===== src/design/zcdp_pkg.sv =====
// Shared types and constants of the ZIP central-directory parser.
package zcdp_pkg;

  // Fixed central-directory header
  localparam int unsigned PosW = 18;
  localparam logic [PosW-1:0] HDR_LEN = 18'd46;
  localparam logic [PosW-1:0] POS_SIG_LAST = 18'd3;
  localparam logic [PosW-1:0] POS_TAIL_SUM = 18'd34;
  localparam logic [PosW-1:0] POS_HDR_LAST = 18'd45;
  localparam logic [31:0] CD_SIGNATURE = 32'h02014b50;

  // Compression methods
  localparam logic [15:0] METHOD_STORED = 16'd0;
  localparam logic [15:0] METHOD_DEFLATED = 16'd8;

  // Characters that matter for the directory test
  localparam logic [7:0] CHAR_SLASH = 8'h2f;
  localparam logic [7:0] CHAR_BSLASH = 8'h5c;
  localparam logic [7:0] CHAR_DOT = 8'h2e;

  // Result status codes
  typedef enum logic [1:0] {
    STATUS_OK         = 2'd0,
    STATUS_BAD_HEADER = 2'd1,
    STATUS_TRUNCATED  = 2'd2
  } status_e;

  // Register indexes
  typedef enum logic {
    REG_EXPECTED_ENTRIES = 1'b0,
    REG_BYTES_AVAILABLE  = 1'b1
  } reg_idx_e;

  localparam int unsigned PaddrW = 3;

  // Name normalization phases
  typedef enum logic [1:0] {
    STRIP_DOTSLASH = 2'd0,
    STRIP_DOT      = 2'd1,
    STRIP_SLASHES  = 2'd2,
    STRIP_KEPT     = 2'd3
  } strip_e;

  // Configuration handed from the register block to the parser
  typedef struct packed {
    logic [15:0] expected_entries;
    logic [31:0] bytes_available;
  } cfg_t;

endpackage


===== src/design/zcdp_in_if.sv =====
// Input byte channel of the central-directory parser.
interface zcdp_in_if;
  logic       valid;
  logic       ready;
  logic [7:0] data_byte;
  logic       start_of_directory;

  modport source (output valid, data_byte, start_of_directory, input ready);
  modport sink (input valid, data_byte, start_of_directory, output ready);
endinterface


===== src/design/zcdp_out_if.sv =====
// Result channel of the central-directory parser.
interface zcdp_out_if;
  logic        valid;
  logic        ready;
  logic [1:0]  status;
  logic [15:0] entry_index;
  logic [15:0] method_code;
  logic        method_supported;
  logic [31:0] packed_size;
  logic [31:0] plain_size;
  logic [15:0] name_length;
  logic [31:0] lfh_offset;
  logic        dir_flag;
  logic        last_record;

  modport source (
    output valid, status, entry_index, method_code, method_supported,
           packed_size, plain_size, name_length, lfh_offset,
           dir_flag, last_record,
    input  ready
  );
  modport sink (
    input  valid, status, entry_index, method_code, method_supported,
           packed_size, plain_size, name_length, lfh_offset,
           dir_flag, last_record,
    output ready
  );
endinterface


===== src/design/zcdp_apb_regs.sv =====
// APB configuration registers of the central-directory parser.
module zcdp_apb_regs (
  input  logic                         clk_i,
  input  logic                         rst_ni,
  input  logic                         psel,
  input  logic                         penable,
  input  logic                         pwrite,
  input  logic [zcdp_pkg::PaddrW-1:0]  paddr,
  input  logic [31:0]                  pwdata,
  output logic [31:0]                  prdata,
  output logic                         pready,
  output zcdp_pkg::cfg_t               cfg_o
);
  import zcdp_pkg::*;

  cfg_t     cfg_q;
  reg_idx_e idx;
  logic     wr_en;

  assign pready = 1'b1;
  assign idx    = reg_idx_e'(paddr[2]);
  assign wr_en  = psel && penable && pwrite && pready;

  // Write on the access phase
  always_ff @(posedge clk_i or negedge rst_ni) begin
    if (!rst_ni) begin
      cfg_q <= '0;
    end else if (wr_en) begin
      unique case (idx)
        REG_EXPECTED_ENTRIES: cfg_q.expected_entries <= pwdata[15:0];
        REG_BYTES_AVAILABLE:  cfg_q.bytes_available <= pwdata;
        default: ;
      endcase
    end
  end

  // Read back
  always_comb begin
    unique case (idx)
      REG_EXPECTED_ENTRIES: prdata = {16'd0, cfg_q.expected_entries};
      REG_BYTES_AVAILABLE:  prdata = cfg_q.bytes_available;
      default:              prdata = '0;
    endcase
  end

  assign cfg_o = cfg_q;

endmodule


===== src/design/zip_central_directory_parser_core.sv =====
// ZIP central-directory parser: one byte per beat in, one result per record out.
// Usage:
//   in_i carries the central directory one byte per beat; start_of_directory marks
//   the first byte and clears the counters, the halt and the record position.
//   out_o carries one result at the last byte of each record, or one error result
//   (bad signature, header past archive end, truncated record), after which the
//   parser ignores bytes until the next start mark. Through the APB port the user
//   must set expected_entries and bytes_available only while idle; not enforced.
// Timing:
//   A byte is taken into an input register and decoded combinationally; its result
//   (if any) lands in the output register. One byte is accepted every cycle unless a
//   result waits in the output register while out_o.ready is low.
// Reset:
//   rst_ni clears the valid flags, APB registers, record position and counters;
//   bytes seen before any start mark are parsed as the start of a directory.
// Stall:
//   While a result waits on out_o, the input register still takes one more byte;
//   then in_i.ready drops until out_o.ready frees the output register.
module zip_central_directory_parser_core (
  input  logic                         clk_i,
  input  logic                         rst_ni,
  zcdp_in_if.sink                      in_i,
  zcdp_out_if.source                   out_o,
  input  logic                         psel,
  input  logic                         penable,
  input  logic                         pwrite,
  input  logic [zcdp_pkg::PaddrW-1:0]  paddr,
  input  logic [31:0]                  pwdata,
  output logic [31:0]                  prdata,
  output logic                         pready
);
  import zcdp_pkg::*;

  localparam logic [32:0] HdrLen33 = 33'd46;

  typedef struct packed {
    status_e     status;
    logic [15:0] entry_index;
    logic [15:0] method_code;
    logic        method_supported;
    logic [31:0] packed_size;
    logic [31:0] plain_size;
    logic [15:0] name_length;
    logic [31:0] lfh_offset;
    logic        dir_flag;
    logic        last_record;
  } res_t;

  cfg_t cfg;

  zcdp_apb_regs u_regs (
    .clk_i   (clk_i),
    .rst_ni  (rst_ni),
    .psel    (psel),
    .penable (penable),
    .pwrite  (pwrite),
    .paddr   (paddr),
    .pwdata  (pwdata),
    .prdata  (prdata),
    .pready  (pready),
    .cfg_o   (cfg)
  );

  // Input stage
  logic       in_valid_q;
  logic [7:0] in_byte_q;
  logic       in_start_q;
  logic       advance;

  // Parser state
  logic [PosW-1:0] pos_q, pos_d, pos_e;
  logic [32:0]     base_q, base_d, base_e;     // record start plus header length
  logic [15:0]     entries_q, entries_d, entries_e;
  logic            halted_q, halted_d, halted_e;
  strip_e          phase_q, phase_d, phase_e;
  logic            slash_q, slash_d, slash_e;

  // Captured header fields
  logic [23:0]     sig_q;
  logic [15:0]     method_q;
  logic [31:0]     csize_q;
  logic [31:0]     usize_q;
  logic [15:0]     name_len_q;
  logic [15:0]     extra_len_q;
  logic [15:0]     comment_len_q;
  logic [31:0]     offset_q;
  logic [PosW-1:0] tail_sum_q;
  logic [PosW-1:0] name_end_q;
  logic [PosW-1:0] rec_end_q;

  // Output stage
  logic out_valid_q;
  res_t res_q, res_d;
  logic emit;

  // Decode helpers
  logic            active;
  logic            in_header;
  logic [7:0]      norm_byte;
  logic [32:0]     hdr_end_sum;
  logic [31:0]     offset_now;
  logic [15:0]     entries_inc;

  assign advance    = in_valid_q && (!out_valid_q || out_o.ready);
  assign in_i.ready = !in_valid_q || advance;

  // Load the input register
  always_ff @(posedge clk_i or negedge rst_ni) begin
    if (!rst_ni) begin
      in_valid_q <= 1'b0;
    end else if (in_i.ready) begin
      in_valid_q <= in_i.valid;
    end
  end

  always_ff @(posedge clk_i) begin
    if (in_i.ready && in_i.valid) begin
      in_byte_q  <= in_i.data_byte;
      in_start_q <= in_i.start_of_directory;
    end
  end

  // A start mark restarts the directory before the byte is parsed
  always_comb begin
    if (in_start_q) begin
      pos_e     = '0;
      base_e    = HdrLen33;
      entries_e = '0;
      halted_e  = 1'b0;
      phase_e   = STRIP_DOTSLASH;
      slash_e   = 1'b0;
    end else begin
      pos_e     = pos_q;
      base_e    = base_q;
      entries_e = entries_q;
      halted_e  = halted_q;
      phase_e   = phase_q;
      slash_e   = slash_q;
    end
  end

  assign active      = !halted_e && (entries_e < cfg.expected_entries);
  assign in_header   = pos_e < HDR_LEN;
  assign norm_byte   = (in_byte_q == CHAR_BSLASH) ? CHAR_SLASH : in_byte_q;
  assign hdr_end_sum = base_e + {15'd0, tail_sum_q};
  assign entries_inc = entries_e + 16'd1;
  assign offset_now  = (pos_e == POS_HDR_LAST) ? {in_byte_q, offset_q[23:0]} : offset_q;

  // Decode one byte: advance the record, track the name, build the result
  always_comb begin
    pos_d     = pos_e;
    base_d    = base_e;
    entries_d = entries_e;
    halted_d  = halted_e;
    phase_d   = phase_e;
    slash_d   = slash_e;
    emit      = 1'b0;
    res_d     = '0;
    res_d.entry_index = entries_e;

    if (active) begin
      // Normalize the name while its bytes pass
      if (!in_header && (pos_e < name_end_q)) begin
        unique case (phase_e)
          STRIP_DOTSLASH: begin
            if (norm_byte == CHAR_DOT) begin
              phase_d = STRIP_DOT;
            end else if (norm_byte == CHAR_SLASH) begin
              phase_d = STRIP_SLASHES;
            end else begin
              phase_d = STRIP_KEPT;
              slash_d = 1'b0;
            end
          end
          STRIP_DOT: begin
            if (norm_byte == CHAR_SLASH) begin
              phase_d = STRIP_DOTSLASH;
            end else begin
              phase_d = STRIP_KEPT;
              slash_d = 1'b0;
            end
          end
          STRIP_SLASHES: begin
            if (norm_byte != CHAR_SLASH) begin
              phase_d = STRIP_KEPT;
              slash_d = 1'b0;
            end
          end
          STRIP_KEPT: begin
            slash_d = (norm_byte == CHAR_SLASH);
          end
          default: ;
        endcase
      end

      priority if (in_header && (pos_e == '0) && (base_e > {1'b0, cfg.bytes_available})) begin
        emit         = 1'b1;
        res_d.status = STATUS_BAD_HEADER;
      end else if (in_header && (pos_e == POS_SIG_LAST) &&
                   ({in_byte_q, sig_q} != CD_SIGNATURE)) begin
        emit         = 1'b1;
        res_d.status = STATUS_BAD_HEADER;
      end else if (in_header && (pos_e == POS_HDR_LAST) &&
                   (hdr_end_sum > {1'b0, cfg.bytes_available})) begin
        emit         = 1'b1;
        res_d.status = STATUS_TRUNCATED;
      end else if ((in_header && (pos_e == POS_HDR_LAST) && (tail_sum_q == '0)) ||
                   (!in_header && (pos_e == rec_end_q))) begin
        emit                   = 1'b1;
        res_d.status           = STATUS_OK;
        res_d.method_code      = method_q;
        res_d.method_supported = (method_q == METHOD_STORED) ||
                                 (method_q == METHOD_DEFLATED);
        res_d.packed_size      = csize_q;
        res_d.plain_size       = usize_q;
        res_d.name_length      = name_len_q;
        res_d.lfh_offset       = offset_now;
        res_d.dir_flag         = (phase_d == STRIP_KEPT) && slash_d;
        res_d.last_record      = (entries_inc == cfg.expected_entries);
        entries_d              = entries_inc;
        base_d                 = hdr_end_sum + HdrLen33;
        pos_d                  = '0;
        phase_d                = STRIP_DOTSLASH;
        slash_d                = 1'b0;
      end else begin
        pos_d = pos_e + 18'd1;
      end

      // Error results carry only the status, the index and the last flag
      if (emit && (res_d.status != STATUS_OK)) begin
        res_d.last_record = 1'b1;
        halted_d          = 1'b1;
      end
    end
  end

  // Parser control state
  always_ff @(posedge clk_i or negedge rst_ni) begin
    if (!rst_ni) begin
      pos_q     <= '0;
      base_q    <= HdrLen33;
      entries_q <= '0;
      halted_q  <= 1'b0;
      phase_q   <= STRIP_DOTSLASH;
      slash_q   <= 1'b0;
    end else if (advance) begin
      pos_q     <= pos_d;
      base_q    <= base_d;
      entries_q <= entries_d;
      halted_q  <= halted_d;
      phase_q   <= phase_d;
      slash_q   <= slash_d;
    end
  end

  // Capture little-endian header fields by position
  always_ff @(posedge clk_i) begin
    if (advance && active && in_header) begin
      unique case (pos_e[5:0])
        6'd0:  sig_q[7:0]          <= in_byte_q;
        6'd1:  sig_q[15:8]         <= in_byte_q;
        6'd2:  sig_q[23:16]        <= in_byte_q;
        6'd10: method_q[7:0]       <= in_byte_q;
        6'd11: method_q[15:8]      <= in_byte_q;
        6'd20: csize_q[7:0]        <= in_byte_q;
        6'd21: csize_q[15:8]       <= in_byte_q;
        6'd22: csize_q[23:16]      <= in_byte_q;
        6'd23: csize_q[31:24]      <= in_byte_q;
        6'd24: usize_q[7:0]        <= in_byte_q;
        6'd25: usize_q[15:8]       <= in_byte_q;
        6'd26: usize_q[23:16]      <= in_byte_q;
        6'd27: usize_q[31:24]      <= in_byte_q;
        6'd28: name_len_q[7:0]     <= in_byte_q;
        6'd29: name_len_q[15:8]    <= in_byte_q;
        6'd30: extra_len_q[7:0]    <= in_byte_q;
        6'd31: extra_len_q[15:8]   <= in_byte_q;
        6'd32: comment_len_q[7:0]  <= in_byte_q;
        6'd33: comment_len_q[15:8] <= in_byte_q;
        6'd34: begin
          // All lengths are known: precompute the tail bounds
          tail_sum_q <= {2'd0, name_len_q} + {2'd0, extra_len_q} + {2'd0, comment_len_q};
          name_end_q <= {2'd0, name_len_q} + HDR_LEN;
          rec_end_q  <= {2'd0, name_len_q} + {2'd0, extra_len_q} +
                        {2'd0, comment_len_q} + POS_HDR_LAST;
        end
        6'd42: offset_q[7:0]       <= in_byte_q;
        6'd43: offset_q[15:8]      <= in_byte_q;
        6'd44: offset_q[23:16]     <= in_byte_q;
        6'd45: offset_q[31:24]     <= in_byte_q;
        default: ;
      endcase
    end
  end

  // Output register: load on a result, drop once taken
  always_ff @(posedge clk_i or negedge rst_ni) begin
    if (!rst_ni) begin
      out_valid_q <= 1'b0;
    end else if (advance) begin
      out_valid_q <= emit;
    end else if (out_o.ready) begin
      out_valid_q <= 1'b0;
    end
  end

  always_ff @(posedge clk_i) begin
    if (advance && emit) begin
      res_q <= res_d;
    end
  end

  assign out_o.valid            = out_valid_q;
  assign out_o.status           = res_q.status;
  assign out_o.entry_index      = res_q.entry_index;
  assign out_o.method_code      = res_q.method_code;
  assign out_o.method_supported = res_q.method_supported;
  assign out_o.packed_size      = res_q.packed_size;
  assign out_o.plain_size       = res_q.plain_size;
  assign out_o.name_length      = res_q.name_length;
  assign out_o.lfh_offset       = res_q.lfh_offset;
  assign out_o.dir_flag         = res_q.dir_flag;
  assign out_o.last_record      = res_q.last_record;

endmodule

===== src/flat_wrapper.sv =====
// flat-port wrapper written by rule: the top's interface ports become plain ports
module zip_central_directory_parser_core_flat import zcdp_pkg::*;
  (clk_i, rst_ni, psel, penable, pwrite, paddr, pwdata, prdata, pready, in_i_valid, in_i_data_byte, in_i_start_of_directory, in_i_ready, out_o_valid, out_o_status, out_o_entry_index, out_o_method_code, out_o_method_supported, out_o_packed_size, out_o_plain_size, out_o_name_length, out_o_lfh_offset, out_o_dir_flag, out_o_last_record, out_o_ready);
  zcdp_in_if in_i_i ();
  zcdp_out_if out_o_i ();
  input  logic clk_i;
  input  logic rst_ni;
  input  logic psel;
  input  logic penable;
  input  logic pwrite;
  input  logic [zcdp_pkg::PaddrW-1:0] paddr;
  input  logic [31:0] pwdata;
  output logic [31:0] prdata;
  output logic pready;
  input wire logic [$bits(in_i_i.valid)-1:0] in_i_valid;
  input wire logic [$bits(in_i_i.data_byte)-1:0] in_i_data_byte;
  input wire logic [$bits(in_i_i.start_of_directory)-1:0] in_i_start_of_directory;
  output wire logic [$bits(in_i_i.ready)-1:0] in_i_ready;
  output wire logic [$bits(out_o_i.valid)-1:0] out_o_valid;
  output wire logic [$bits(out_o_i.status)-1:0] out_o_status;
  output wire logic [$bits(out_o_i.entry_index)-1:0] out_o_entry_index;
  output wire logic [$bits(out_o_i.method_code)-1:0] out_o_method_code;
  output wire logic [$bits(out_o_i.method_supported)-1:0] out_o_method_supported;
  output wire logic [$bits(out_o_i.packed_size)-1:0] out_o_packed_size;
  output wire logic [$bits(out_o_i.plain_size)-1:0] out_o_plain_size;
  output wire logic [$bits(out_o_i.name_length)-1:0] out_o_name_length;
  output wire logic [$bits(out_o_i.lfh_offset)-1:0] out_o_lfh_offset;
  output wire logic [$bits(out_o_i.dir_flag)-1:0] out_o_dir_flag;
  output wire logic [$bits(out_o_i.last_record)-1:0] out_o_last_record;
  input wire logic [$bits(out_o_i.ready)-1:0] out_o_ready;
  assign in_i_i.valid = in_i_valid;
  assign in_i_i.data_byte = in_i_data_byte;
  assign in_i_i.start_of_directory = in_i_start_of_directory;
  assign in_i_ready = in_i_i.ready;
  assign out_o_valid = out_o_i.valid;
  assign out_o_status = out_o_i.status;
  assign out_o_entry_index = out_o_i.entry_index;
  assign out_o_method_code = out_o_i.method_code;
  assign out_o_method_supported = out_o_i.method_supported;
  assign out_o_packed_size = out_o_i.packed_size;
  assign out_o_plain_size = out_o_i.plain_size;
  assign out_o_name_length = out_o_i.name_length;
  assign out_o_lfh_offset = out_o_i.lfh_offset;
  assign out_o_dir_flag = out_o_i.dir_flag;
  assign out_o_last_record = out_o_i.last_record;
  assign out_o_i.ready = out_o_ready;
  zip_central_directory_parser_core u_core (.clk_i(clk_i), .rst_ni(rst_ni), .in_i(in_i_i), .out_o(out_o_i), .psel(psel), .penable(penable), .pwrite(pwrite), .paddr(paddr), .pwdata(pwdata), .prdata(prdata), .pready(pready));
endmodule

===== config.mk =====
export PLATFORM = sky130hd
export DESIGN_NAME = zip_central_directory_parser_core_flat
export DESIGN_NICKNAME = d
export VERILOG_FILES = /design/src/design/zcdp_pkg.sv /design/src/design/zcdp_in_if.sv /design/src/design/zcdp_out_if.sv /design/src/design/zcdp_apb_regs.sv /design/src/design/zip_central_directory_parser_core.sv /design/src/flat_wrapper.sv
export SDC_FILE = /design/constraint.sdc
export NUM_CORES = 1
export LEC_CHECK = 0
export BUFFER_PORTS_ARGS = -buffer_cell sky130_fd_sc_hd__buf_2
export CORE_ASPECT_RATIO = 0.8
export CORE_MARGIN = 4
export CORE_UTILIZATION = 62
export CTS_BUF_LIST = sky130_fd_sc_hd__clkbuf_8
export DETAILED_ROUTE_END_ITERATION = 10
export PLACE_DENSITY = 0.79
export REMOVE_ABC_BUFFERS = 1
export SYNTH_ARGS = -nofsm -noshare
export SYNTH_HDL_FRONTEND = slang
export SYNTH_SLANG_ARGS = --single-unit

===== constraint.sdc =====
create_clock -name clk_i -period 17.1 [get_ports clk_i]
set_clock_uncertainty 0.05 [all_clocks]
set_input_delay 3.42 -clock clk_i [delete_from_list [all_inputs] [get_ports clk_i]]
set_output_delay 3.42 -clock clk_i [all_outputs]
set_load 0.01 [all_outputs]

# After elaboration in Yosys (flattened, before gate mapping)
# Cells that the tools add are included.
[classes]
addsub = 8
magnitude_cmp = 5
eq_ne = 37
n_mux = 66
bitwise = 3
reduce_logical = 61
[op_table]
columns = ["cell", "count"]
rows = [
  ["$mux W33", 6],
  ["$mux W18", 6],
  ["$mux W16", 6],
  ["$eq A6 B5 Y1 const B", 12],
  ["$gt A33 B32 Y1", 2],
  ["$pmux W32 S2", 1],
  ["$reduce_and A2 Y1", 26],
  ["$eq A6 B6 Y1 const B", 7],
  ["$logic_not A18 Y1", 2],
  ["$add A33 B18 Y33", 1],
  ["$add A33 B6 Y33 const B", 1],
  ["$mux W32", 1],
  ["$ne A32 B26 Y1 const B", 1],
  ["$mux W2", 15],
  ["$mux W1", 28],
  ["$logic_and A1 B1 Y1", 19],
  ["$add A18 B1 Y18 const B", 1],
  ["$add A18 B16 Y18", 1],
  ["$add A18 B6 Y18 const B", 1],
  ["$eq A18 B18 Y1", 1],
  ["$eq A18 B2 Y1 const B", 1],
  ["$eq A18 B6 Y1 const B", 1],
  ["$lt A18 B18 Y1", 1],
  ["$lt A18 B6 Y1 const B", 1],
  ["other kinds (25)", 38],
]
[word_totals]
regBits = 517
input_bits = 51
out_inout_bits = 184
word_cells = 228

# Logic depth before layout (Yosys ltp)
[depth]
ltp_word = 13
depth_mapped = 32
mapped_depth_nobuf = 25

# Cells and area by module
# A second synthesis with hierarchy kept.
[hier_totals]
cells_unflattened = 2168
area_unflattened_um2 = 26302.7
[by_module_without_submodules]
columns = ["module", "instances", "cells_each", "area_each_um2"]
rows = [
  ["zip_central_directory_parser_core", 1, 2028, 24116.9],
  ["zcdp_apb_regs", 1, 140, 2185.8],
]

# Least setup slack after synthesis
# OpenSTA, ideal clock, no wires.
[synth_path]
kind = "register -> register"
startpoint = "register u_core.in_start_q"
endpoint = "register u_core.res_q, in the netlist u_core.out_o.dir_flag (enable)"
setup_time_ns = 0.661
arrival_time_ns = 12.149
setup_slack_ns = 4.240
stages_incl_launch_ff = 28
path_buffers = 7
cell_sequence = "edfxtp_1 > buf_6 > buf_2 > buf_1 > clkbuf_1 > clkbuf_1 > clkbuf_1 > clkbuf_1 > nor2b_1 > ha_1 > and3b_1 > a21oi_1 > or3_1 > o2bb2ai_2 > o31ai_4 > nand2_2 > nand2_1 > o21ai_0 > ha_1 > nand4_1 > or4_1 > a211o_1 > o211ai_1 > a211oi_1 > nor3_1 > o31ai_2 > and3_1 > nor2_1"
[synth_between]
elab_chain_len = 12
word_cells_on_any_way = 32
classes_between = "1 x add/sub; 4 x order compare; 3 x eq/ne; 10 x mux; 14 x reduce/logical"
[synth_rtl]
columns = ["element", "line", "rtl"]
rows = [
  ["start: declaration", "zip_central_directory_parser_core.sv:67", "logic in_start_q;"],
  ["start signal: assignment", "zip_central_directory_parser_core.sv:119", "in_start_q <= in_i.start_of_directory;"],
  ["branches (longest 10 deep; another with $add A33 B18 Y33)", "-", ""],
  ["$mux W1 (*)", "zip_central_directory_parser_core.sv:161", "if (active) begin"],
  ["$logic_and A1 B1 Y1 (*)", "zip_central_directory_parser_core.sv:307", "if (advance && emit) begin"],
  ["end signal: assignment", "zip_central_directory_parser_core.sv:308", "res_q <= res_d;"],
  ["end: declaration", "zip_central_directory_parser_core.sv:93", "res_t res_q, res_d;"],
]
# Every way passes the cells marked *. The select of a mux whose other input is x is not followed.
# A chain may end at the register's enable or synchronous reset.

# Worst setup path in the final report
[layout_path]
startpoint = "register u_core.in_start_q"
endpoint = "register u_core.pos_q[9]"
[layout_between]
elab_chain_len = 10
word_cells_on_any_way = 31
classes_between = "2 x add/sub; 4 x order compare; 3 x eq/ne; 9 x mux; 13 x reduce/logical"
[layout_rtl]
columns = ["element", "line", "rtl"]
rows = [
  ["branches (longest 9 deep; another with $add A33 B18 Y33)", "-", ""],
  ["$mux W18 (*)", "zip_central_directory_parser_core.sv:161", ""],
  ["end signal: assignment", "zip_central_directory_parser_core.sv:247", "pos_q <= pos_d;"],
  ["end: declaration", "zip_central_directory_parser_core.sv:71", "logic [PosW-1:0] pos_q, pos_d, pos_e;"],
]
# Every way passes the cells marked *.

==> flow_summary.toml <==
[place]
globalplace.congestion = 0.946
hpwl_mm = 44.1
io_buffers = 231
place_ws_ns = 8.99

[power]
powerDensity_nw_per_um2 = 89.4
p_switching_w = 0.000682
p_comb_share_pct = 9.8
ir_worst_vdd_mv = 0.0537
swShare_pct = 25.8
p_seq_share_pct = 53.8
clock_power_share_pct = 36.4
cellLeakagePower_nw = 12.6
internal_power_w = 0.00197

[floorplanning]
std_cell_rows = 67
initial_core_util_pct = 63.0
fp.dieH_um = 193
core_area_um2 = 42000
die_area_um2 = 46100
io_pins = 235
die_w_um = 239

[synthesis]
avgSynthCellArea_um2 = 12.0
synth_top_area_share_pct = 44.8
yosysTopAreaCell = "edfxtp_1"
synthArstFlopShare_pct = 23.4
ys_top_cells_by_area = "edfxtp_1 (45%), dfrtp_1 (11%), ha_1 (7.0%), and2_1 (4.0%), xnor2_1 (2.9%)"
ys.warnings.count = 0
syn_inst = 2213
synth-edff-count = 395
yosysSeqAreaShare_pct = 56.3
ys_ff_latch = 516
synth_top_flop_cell = "edfxtp_1"
syn_area_um2 = 26500
ys_types = 108

[drt]
drc_errors = 0
final_antenna_net_count = 0
wirelength_mm = 63.1
drtIter0Drc = 1939
via_count = 18500
avgViaCountPerCell = 6.00
drt_pass1_iterations = 8
wl_per_cell_um = 20.4

[outcome]
status = "completed"

[worst_setup_path]
required_ns = 17.64
timing.rr.start = "u_core.in_start_q$_DFFE_PP_"
r2r_cells = 24
critPathMaxStageDelay_ns = 0.77
critPathTopFamily = "compound AO/OA/AOI/OAI gates"
path_depth = 24
start_kind = "register"
crit_start = "u_core.in_start_q$_DFFE_PP_"
critPathMaxFanout = 79
reg2reg_to = "u_core.pos_q[9]$_DFFE_PN0P_"
cp.arrival_ns = 8.84
critPathKind = "register to register"
endpoint_kind = "register"
crit_path_end = "u_core.pos_q[9]$_DFFE_PN0P_"
ff2ff_setup_slack_ns = 8.80
slowest_stage = "buf_4"
crit_chain = "buf_4 -> buf_4 -> or2_2 -> ha_1 -> inv_1 -> a31oi_1 -> a2111o_1 -> a21boi_2 -> o21ai_2 -> a21oi_4 -> nor3b_1 -> xor2_1 -> ha_1 -> a21o_1 -> a21o_1 -> nor3_1 -> o211ai_1 -> a211oi_1 -> nor3_1 -> o31ai_2 -> and3_1 -> nand3_1 -> nor4_1 -> a221o_1"
timing.critical_path.buf_inv = 3

[timing]
worstMarginPinSlew_ns = 1.20
fin_crit_sh_pct = 48.5
slew_viol_final = 0
totalNegativeSetupSlack_ns = 0
fmax_mhz = 121
relSlewSlack_pct = 20.0
setup_ws_ns = 8.80
min_period_ns = 8.30
setup_viol = 0
rsz0062_at_grt = "false"
hold_viol = 0

[grt]
grt_max_degree = 130
grt_pass1_vias = 18100
grt_usage_pct = 27.3
grt_overflow = 0
grt_pass1_wl_mm = 98.8
grt_antenna_before_repair = 0

[clock_network]
cts.hold.buffers_added = 0
tritoncts = "yes"
cts_max_level = 3
post_cts_buffers = 0
cts_root_buffer = "clkbuf_8"
worstSkewPairLatency_ns = 0.67
clockBufferDepth = 3
numClockSinks = 516
numCtsBuffers = 81
ctsResizeCount = 0
path_clk_slew_ns = 0.06

[finish]
insertedDiodeCount = 0
nets = 2675
drive_gt1_share_pct = 18.1
area_growth_pct = 12.0

[min_path]
hold_path.class = "register to register"

[flow_run]
cap_violations = 0
## per-stage QoR
stage	hold WS, ns	power (W)	std cells	utilization [%]	area (um^2)
4_1_cts	0.427	0.00266	3088	70.5	29600
5_1_grt	0.443	0.00276	3088	70.5	29600
6_report	0.424	0.00265	3088	70.5	29600
3_3_place_gp	0.404	0.00169	2942	67.0	28100
3_5_place_dp	0.413	0.00170	2942	67.0	28100
2_1_floorplan	0.392	0.00160	2139	-	26100
## layout by cell type, fill, tap and decap left out, types with 21 or more instances in the layout
master    count
a21o_1       41
a21oi_1      71
and2_1      168
and3_1       25
buf_2       230
buf_4        21
clkbuf_8     82
clkinv_1     24
dfrtp_1     117
edfxtp_1    395
ha_1        148
inv_1       135
mux2_2       50
nand2_1     158
nand3_1      44
nand4_1      24
nor2_1      116
nor2b_1      64
nor3_1       30
nor4_1       32
o21a_1       22
o21ai_0      98
xnor2_1      88
xor2_1       47
## flip-flops by register name, indices dropped and copies added, names as in the netlist, 16 cells and up
signal and flops:
u_core.base_q 33, u_core.comment_len_q 16, u_core.csize_q 32, u_core.entries_q 16
u_core.extra_len_q 16, u_core.method_q 16, u_core.name_end_q 17, u_core.name_len_q 16
u_core.offset_q 32, u_core.out_o.entry_index 16, u_core.out_o.lfh_offset 32, u_core.out_o.method_code 16
u_core.out_o.name_length 16, u_core.out_o.packed_size 32, u_core.out_o.plain_size 32, u_core.pos_q 18
u_core.rec_end_q 18, u_core.sig_q 24, u_core.tail_sum_q 18, u_core.u_regs.cfg_o 48
u_core.usize_q 32
## Yosys cell counts, drive strengths merged (8+ instances only)
library cell,n
buf,24
a21o,41
and2,169
xnor2,89
nor3b,11
a21oi,74
xor2,48
o21ai,109
a22o,9
mux2i,15
nand2,159
o21a,22
dfrtp,117
a31oi,19
nand3,47
a211o,8
nand3b,9
and3,26
nor4,35
nor3,32
nor2b,67
edfxtp,395
inv,109
or3,14
or2,11
a211oi,12
a221o,9
nor4bb,8
nand2b,11
clkbuf,50
o31ai,14
nor2,119
mux2,50
nand4,25
ha,148
## power by group through the flow
stage / clock (W) / combinational (W) / sequential, W
after floorplan: 0 / 0.000155 / 0.00144
after global placement: 0 / 0.000246 / 0.00145
after detailed placement: 0 / 0.000253 / 0.00145
after CTS: 0.000975 / 0.000256 / 0.00142
after global routing: 0.00104 / 0.000287 / 0.00143
final: 0.000964 / 0.000259 / 0.00143
## worst min path at each step
| stage | slack, ns | start | cells past startpoint | endpoint |
|---|---|---|---|---|
| floorplan | 0.39 | u_core.base_q[0]$_DFFE_PN0P_ | 2 | u_core.base_q[0]$_DFFE_PN0P_ |
| global placement | 0.40 | u_core.base_q[12]$_DFFE_PN0P_ | 2 | u_core.base_q[12]$_DFFE_PN0P_ |
| detailed placement | 0.41 | u_core.base_q[12]$_DFFE_PN0P_ | 2 | u_core.base_q[12]$_DFFE_PN0P_ |
| CTS | 0.43 | u_core.base_q[12]$_DFFE_PN0P_ | 2 | u_core.base_q[12]$_DFFE_PN0P_ |
| global route | 0.44 | u_core.base_q[11]$_DFFE_PN0P_ | 2 | u_core.base_q[11]$_DFFE_PN0P_ |
| finish | 0.42 | u_core.base_q[12]$_DFFE_PN0P_ | 2 | u_core.base_q[12]$_DFFE_PN0P_ |
## routing by layer
metal	wire [um]	GRT usage, %	up-vias
li1	-	-	8603
met1	28100	39.9	9087
met2	29000	42.4	740
met3	4820	5.46	95
met4	1190	7.74	0
met5	0	0	-
## worst min-delay path, delay by kind of cell (launching register included)
family | cells | cell delay [ns]
flip-flops | 1 | 0.33
AND/OR/NAND/NOR | 1 | 0.04
AO/OA/AOI/OAI | 1 | 0.06
## final cells by class
type	count	area [um^2]
Clock buffer	82	1130
Clock inverter	64	344
Fill cell	2892	12400
Inverter	111	417
Multi-Input combinational cell	1512	10800
Sequential cell	516	14900
Tap cell	552	691
Timing Repair Buffer	251	1310
## kinds of logic (layout without fill, tap and decap cells)
family	count (synthesis)	in the layout	synth area share, %
AND/OR/NAND/NOR	771	771	16.3
adder cells (fa/ha/maj)	153	153	7.30
buffers and inverters	185	508	2.81
other	1	1	0.0142
AO/OA/AOI/OAI	385	385	10.0
flip-flops	516	516	56.3
multiplexers	65	65	2.70
XOR/XNOR	137	137	4.59
Power figures use the tool's default switching activity.
